===== src/rtl/mwdm_pkg.sv =====
// mwdm_pkg: widths, register codes and transaction types of the mecanum duty mixer
// no dependencies
`timescale 1ns / 1ps

package mwdm_pkg;

  localparam int unsigned VEL_W      = 16;
  localparam int unsigned WBS_W      = 16;
  localparam int unsigned LIM_W      = 15;
  localparam int unsigned PMD_W      = 16;
  localparam int unsigned DUTY_W     = 16;
  localparam int unsigned CFG_IDX_W  = 2;
  localparam int unsigned CFG_DATA_W = 16;

  localparam int unsigned WHEELS     = 4;
  localparam int unsigned FRAC_SHIFT = 16;
  localparam int unsigned WK_W       = VEL_W + WBS_W + 1;
  localparam int unsigned RAW_W      = WK_W + 1;
  localparam int unsigned MAG_W      = RAW_W - 1;
  localparam int unsigned QUO_W      = PMD_W;
  localparam int unsigned NUM_W      = MAG_W + QUO_W;

  localparam int DUTY_BITS_DEF   = 16;
  localparam int QUEUE_DEPTH_DEF = 2;

  localparam int WH_FL = 0;
  localparam int WH_FR = 1;
  localparam int WH_RL = 2;
  localparam int WH_RR = 3;

  localparam logic [CFG_IDX_W-1:0] CFG_WHEEL_BASE = 2'd0;
  localparam logic [CFG_IDX_W-1:0] CFG_MAX_VEL    = 2'd1;
  localparam logic [CFG_IDX_W-1:0] CFG_MAX_DUTY   = 2'd2;

  localparam logic [WBS_W-1:0] WHEEL_BASE_RST = 16'd16384;
  localparam logic [LIM_W-1:0] MAX_VEL_RST    = 15'd4096;
  localparam logic [PMD_W-1:0] MAX_DUTY_RST   = 16'd1023;

  typedef struct packed {
    logic                    command;
    logic signed [VEL_W-1:0] vel_x;
    logic signed [VEL_W-1:0] vel_y;
    logic signed [VEL_W-1:0] yaw_rate;
  } cmd_t;

  typedef struct packed {
    logic [DUTY_W-1:0] fl_fwd_duty;
    logic [DUTY_W-1:0] fl_rev_duty;
    logic [DUTY_W-1:0] fr_fwd_duty;
    logic [DUTY_W-1:0] fr_rev_duty;
    logic [DUTY_W-1:0] rl_fwd_duty;
    logic [DUTY_W-1:0] rl_rev_duty;
    logic [DUTY_W-1:0] rr_fwd_duty;
    logic [DUTY_W-1:0] rr_rev_duty;
    logic              is_stopped;
    logic              was_scaled;
  } duty_t;

  typedef struct packed {
    logic [WBS_W-1:0] wheel_base_sum;
    logic [LIM_W-1:0] vel_limit;
    logic [PMD_W-1:0] duty_full;
  } cfg_t;

  typedef struct packed {
    logic                         stop;
    logic                         scaled;
    logic [WHEELS-1:0]            neg;
    logic [MAG_W-1:0]             divisor;
    logic [WHEELS-1:0][NUM_W-1:0] num;
  } job_t;

endpackage


===== src/rtl/mwdm_ifs.sv =====


interface mwdm_job_if;
  logic           valid;
  logic           ready;
  mwdm_pkg::job_t payload;
  modport source (output valid, output payload, input ready);
  modport sink   (input valid, input payload, output ready);
endinterface



===== src/rtl/mwdm_queue.sv =====
// mwdm_queue: short job queue between the front and the divider back end
// depends on mwdm_pkg and mwdm_ifs
`timescale 1ns / 1ps

module mwdm_queue #(
  parameter int DEPTH = mwdm_pkg::QUEUE_DEPTH_DEF
) (
  input  logic       clk,
  input  logic       rst,
  mwdm_job_if.sink   wr,
  mwdm_job_if.source rd
);

  localparam int unsigned PTR_W = (DEPTH > 1) ? $clog2(DEPTH) : 1;
  localparam int unsigned CNT_W = $clog2(DEPTH + 1);

  mwdm_pkg::job_t   mem [DEPTH];
  logic [PTR_W-1:0] wr_ptr;
  logic [PTR_W-1:0] rd_ptr;
  logic [CNT_W-1:0] count;
  logic             push;
  logic             pop;

  assign wr.ready   = count != CNT_W'(DEPTH);
  assign rd.valid   = count != '0;
  assign rd.payload = mem[rd_ptr];
  assign push       = wr.valid && wr.ready;
  assign pop        = rd.valid && rd.ready;

  always_ff @(posedge clk) begin
    if (push) begin
      mem[wr_ptr] <= wr.payload;
    end
  end

  always_ff @(posedge clk) begin
    if (rst) begin
      wr_ptr <= '0;
      rd_ptr <= '0;
      count  <= '0;
    end else begin
      if (push) begin
        wr_ptr <= (wr_ptr == PTR_W'(DEPTH - 1)) ? '0 : wr_ptr + 1'b1;
      end
      if (pop) begin
        rd_ptr <= (rd_ptr == PTR_W'(DEPTH - 1)) ? '0 : rd_ptr + 1'b1;
      end
      case ({push, pop})
        2'b10:   count <= count + 1'b1;
        2'b01:   count <= count - 1'b1;
        default: count <= count;
      endcase
    end
  end

endmodule


===== src/flat_wrapper.sv =====
// flat-port wrapper written by rule: the top's interface ports become plain ports
module mwdm_queue_flat 
#(
  parameter int DEPTH = mwdm_pkg::QUEUE_DEPTH_DEF
)
  (clk, rst, wr_valid, wr_payload, wr_ready, rd_valid, rd_payload, rd_ready);
  mwdm_job_if wr_i ();
  mwdm_job_if rd_i ();
  input  logic clk;
  input  logic rst;
  input wire logic [$bits(wr_i.valid)-1:0] wr_valid;
  input wire logic [$bits(wr_i.payload)-1:0] wr_payload;
  output wire logic [$bits(wr_i.ready)-1:0] wr_ready;
  output wire logic [$bits(rd_i.valid)-1:0] rd_valid;
  output wire logic [$bits(rd_i.payload)-1:0] rd_payload;
  input wire logic [$bits(rd_i.ready)-1:0] rd_ready;
  assign wr_i.valid = wr_valid;
  assign wr_i.payload = wr_payload;
  assign wr_ready = wr_i.ready;
  assign rd_valid = rd_i.valid;
  assign rd_payload = rd_i.payload;
  assign rd_i.ready = rd_ready;
  mwdm_queue #(.DEPTH(DEPTH)) u_core (.clk(clk), .rst(rst), .wr(wr_i), .rd(rd_i));
endmodule

===== config.mk =====
export PLATFORM = sky130hd
export DESIGN_NAME = mwdm_queue_flat
export DESIGN_NICKNAME = d
export VERILOG_FILES = /design/src/rtl/mwdm_pkg.sv /design/src/rtl/mwdm_ifs.sv /design/src/rtl/mwdm_queue.sv /design/src/flat_wrapper.sv
export SDC_FILE = /design/constraint.sdc
export NUM_CORES = 1
export LEC_CHECK = 0
export ABC_CLOCK_PERIOD_IN_PS = 6950
export BUFFER_PORTS_ARGS = -buffer_cell sky130_fd_sc_hd__buf_2
export CORE_MARGIN = 5
export CORE_UTILIZATION = 47
export DETAILED_ROUTE_END_ITERATION = 12
export PLACE_DENSITY_LB_ADDON = 0.05
export SLEW_MARGIN = 20
export SYNTH_ARGS = -nofsm -noshare
export SYNTH_HDL_FRONTEND = slang
export SYNTH_SLANG_ARGS = --single-unit

===== constraint.sdc =====
create_clock -name clk -period 6.95 [get_ports clk]
set_input_delay 1.39 -clock clk [delete_from_list [all_inputs] [get_ports clk]]
set_output_delay 1.39 -clock clk [all_outputs]
set_load 0.1 [all_outputs]

After elaboration in Yosys (flattened, before gate mapping)
Memory sizes are Yosys's and may differ from the RTL's. A register that Yosys moved wholly into a read port is not among the register bits.
Cells that the tools add are included.

storage, ports and cells
  register bits after elaboration = 4
  memory bits (writable) = 470
  output and inout bits = 237
  logic and storage cells = 22
  memories kept = 1

cells by class
  $add $sub $neg = 4
  equality and inequality tests = 3
  mux-type cells = 7
  reductions and logical operators = 4

memories
  memory      words  bits a word  read ports  clocked after memory_dff  wr ports  RTL line          text
  u_core.mem  2      235          1           1                         1         mwdm_queue.sv:17  mwdm_pkg::job_t mem [DEPTH];

operators by type and width
  operator               count
  $mux W1                6
  $pmux W2 S2            1
  $reduce_bool A2 Y1     2
  $add A1 B1 Y1 const B  2
  $add A2 B1 Y2 const B  1
  $eq A2 B1 Y1 const B   1
  $eq A2 B2 Y1 const B   1
  $logic_and A1 B1 Y1    2
  $ne A2 B2 Y1 const B   1
  $sub A2 B1 Y2 const B  1

Depth between registers and ports, before layout
  depth after elaboration = 4
  gate-level depth with buffers = 6

Least setup slack after synthesis
Ideal clock, no wire load.

  path kind = input to register
  start = in wr_valid
  end = mem u_core.mem[1][0] in the netlist's numbering (enable)
  setup time = 0.627 ns
  arrival = 6.798 ns
  data required time = 6.323 ns
  slack = -0.474 ns
  cell stages on the path = 1
  path buffers = 0
  path through = and3_1

between the ends
  cells in the longest elaborated chain, start to end = 3

ends and longest elaborated chain
  what                           RTL line            text
  start, declared                flat_wrapper.sv:11  input wire logic [$bits(wr_i.valid)-1:0] wr_valid;
  $logic_and A1 B1 Y1            mwdm_queue.sv:27    assign push = wr.valid && wr.ready;
  $mux W1                        mwdm_queue.sv:31    if (push) begin
  $mux W1 (not written as such)  mwdm_queue.sv:32    mem[wr_ptr] <= wr.payload;
  end, declared                  mwdm_queue.sv:17

No other way between the ends.

==> impl_metrics.tcl <==
set metrics [dict create \
    setup_ws_ps 2570 \
    cp-end-kind "output pin" \
    yosysWarnings 0 \
    port_buffers 475 \
    holdPathStages 2 \
    cp-start-kind "register" \
    required_ps 5560 \
    synth_area_um2 17300 \
    pin_count 476 \
    rr_startpoint "u_core.count[0]$_SDFFE_PP0P_" \
    worstPathMaxFanout 58 \
    start_util_pct 47.4 \
    clkSlewWorstSetupHoldPaths_ps 60 \
    synthToLayoutAreaGrowth_pct 25.0 \
    grt_usage_pct 18.9 \
    max_stage_delay_ps 790 \
    grt_pass1_wl_um 57700 \
    avgSynthCellArea_um2 22.9 \
    fmax_mhz 228 \
    path_cells "buf_4, mux2_2, buf_2" \
    rows 70 \
    placed_area_um2 20100 \
    min-delay-start "u_core.rd_ptr$_SDFFE_PP0P_" \
    nNetsFinal 1502 \
    vias 8934 \
    rsz0062_at_grt "false" \
    drt_iter0_drc 508 \
    die-height_um 202 \
    worstReg2RegEnd "u_core.mem[0][114]$_DFFE_PP_" \
    ys_top_cells_by_area "edfxtp_1, mux2_2, buf_6" \
    fin_tns_setup_ps 0 \
    chipWidth_um 202 \
    vias_per_cell 5.03 \
    ff2ff_path_depth 4 \
    finalMaxSlewViolations 0 \
    drive_above_1_share_pct 60.4 \
    drt_pass1_iterations 5 \
    cts_tree "yes" \
    dpl.hpwl_um 27100 \
    synth_ff_type "edfxtp_1" \
    yosys_register_bits 475 \
    core-area_um2 36400 \
    slew-limit-headroom_pct 37.1 \
    top_layer "met5" \
    worstMarginPinSlew_ps 944 \
    grt_remaining_overflow 0 \
    syn_inst 755 \
    worstHoldPathType "register to register" \
    ant_nets 0 \
    synthTopCellsByCount "edfxtp_1, mux2_2, buf_6" \
    cts_htree_levels 2 \
    critPathArrivalTime_ps 2990 \
    yosysTopAreaCellShare_pct 81.8 \
    drv_cap 0 \
    min_delay_worst_endpoint "u_core.rd_ptr$_SDFFE_PP0P_" \
    yosysMostFrequentCell "edfxtp_1" \
    route.met3.wl_um 4350 \
    clk_path_buf_depth 3 \
    grt_start_max_net_pins 159 \
    cts_buffers 49 \
    grt_pass1_vias 9426 \
    route.detailed.drc 0 \
    post_cts_buffers 0 \
    yosysUniqueCellTypes 21 \
    worstSetupPathType "register to output pin" \
    gp_congestion 0.750 \
    wl_per_cell_um 22.4 \
    yosys.area.top_type "edfxtp_1" \
    hold_viol_final 0 \
    post-route-min-period_ps 4380 \
    period_share_pct 63.0 \
    wl_met1_um 14700 \
    holdBufCountCts 0 \
    status "complete, no violations" \
    cts_resized 0 \
    finalSetupViolations 0 \
    wl_um 39800 \
    antenna_found_initial 24 \
    met2_length_um 19600 \
    dieArea_um2 40700 \
    rrSetupSlack_ps 4270 \
    post-place-ws_ps 3100 \
    final_area_um2 21600 \
    slowest_stage "buf_4" \
    cts_root_buf "clkbuf_16" \
    skew_ps 18.8 \
    clkLatencyLatePin_ps 570 \
    cts_sinks 475 \
    seq_area_frac_synth_pct 82.3 \
    syn_nets 995 \
    synthArstFlopShare_pct 0 \
    synth_edf_count 470 \
]
routing by layer:
layer | GRT usage, % | vias up
li1 | - | 4052
met1 | 21.5 | 4416
met2 | 31.4 | 352
met3 | 9.27 | 86
met4 | 6.08 | 28
met5 | 0 | -
worst max-delay path: cells and delay by family (launching register included):
| family | cells | cell delay, ps |
|---|---|---|
| buffers and inverters | 2 | 1220 |
| muxes | 1 | 330 |
| DFF | 1 | 780 |
layout by cell type, fill, tap and decap left out, types with 2 or more instances in the layout:
cell / count
diode_2: 10
xnor2_1: 2
buf_12: 2
mux2_4: 10
clkinv_1: 14
dfxtp_1: 4
buf_4: 5
clkinv_2: 9
edfxtp_1: 470
nor2_1: 3
buf_2: 475
bufinv_16: 2
clkbuf_16: 51
a21oi_1: 2
clkbuf_1: 11
mux2_2: 225
flip-flops by register name, indices dropped and copies added, names as in the netlist, named ones only:
name,flops
u_core.mem,470
u_core.count,2
u_core.rd_ptr,1
u_core.wr_ptr,1
layout make-up:
cell class	instances	area [um^2]
Antenna cell	10	25.0
Clock buffer	62	1320
Clock inverter	26	166
Fill cell	2838	14800
Inverter	1	11.3
Multi-Input combinational cell	253	2810
Sequential cell	475	14200
Tap cell	468	586
Timing Repair Buffer	482	2450
worst max path at each step:
stage	start	slack, ps	cells past startpoint	to
after global routing	register	2420	3	rd_payload[42]
after floorplan	wr_valid	320	2	u_core.mem[0][0]$_DFFE_PP_
after global placement	register	3090	3	rd_payload[112]
after detailed placement	register	3100	3	rd_payload[87]
final	register	2570	3	rd_payload[112]
after CTS	register	2470	3	rd_payload[87]
through the flow:
| step | hold WS [ps] | instances | util (%) |
|---|---|---|---|
| floorplan | 474 | 755 | - |
| global placement | 499 | 1679 | 55.1 |
| detailed placement | 519 | 1679 | 55.1 |
| CTS | 529 | 1767 | 59.2 |
| global route | 557 | 1772 | 59.2 |
| finish | 528 | 1777 | 59.2 |
kinds of logic after synthesis:
family	Yosys count	share of synthesized area (%)
buffers and inverters	27	1.43
AOI/OAI and AO/OA	5	0.188
xor gates and xnor gates	3	0.152
DFF	475	82.3
muxes	235	15.5
adders and majority gates	1	0.0725
and+or+nand+nor	9	0.276
Power is left out: the tool's default activity adds up to more than one toggle a clock period on the data nets, which glitch-free logic cannot reach.
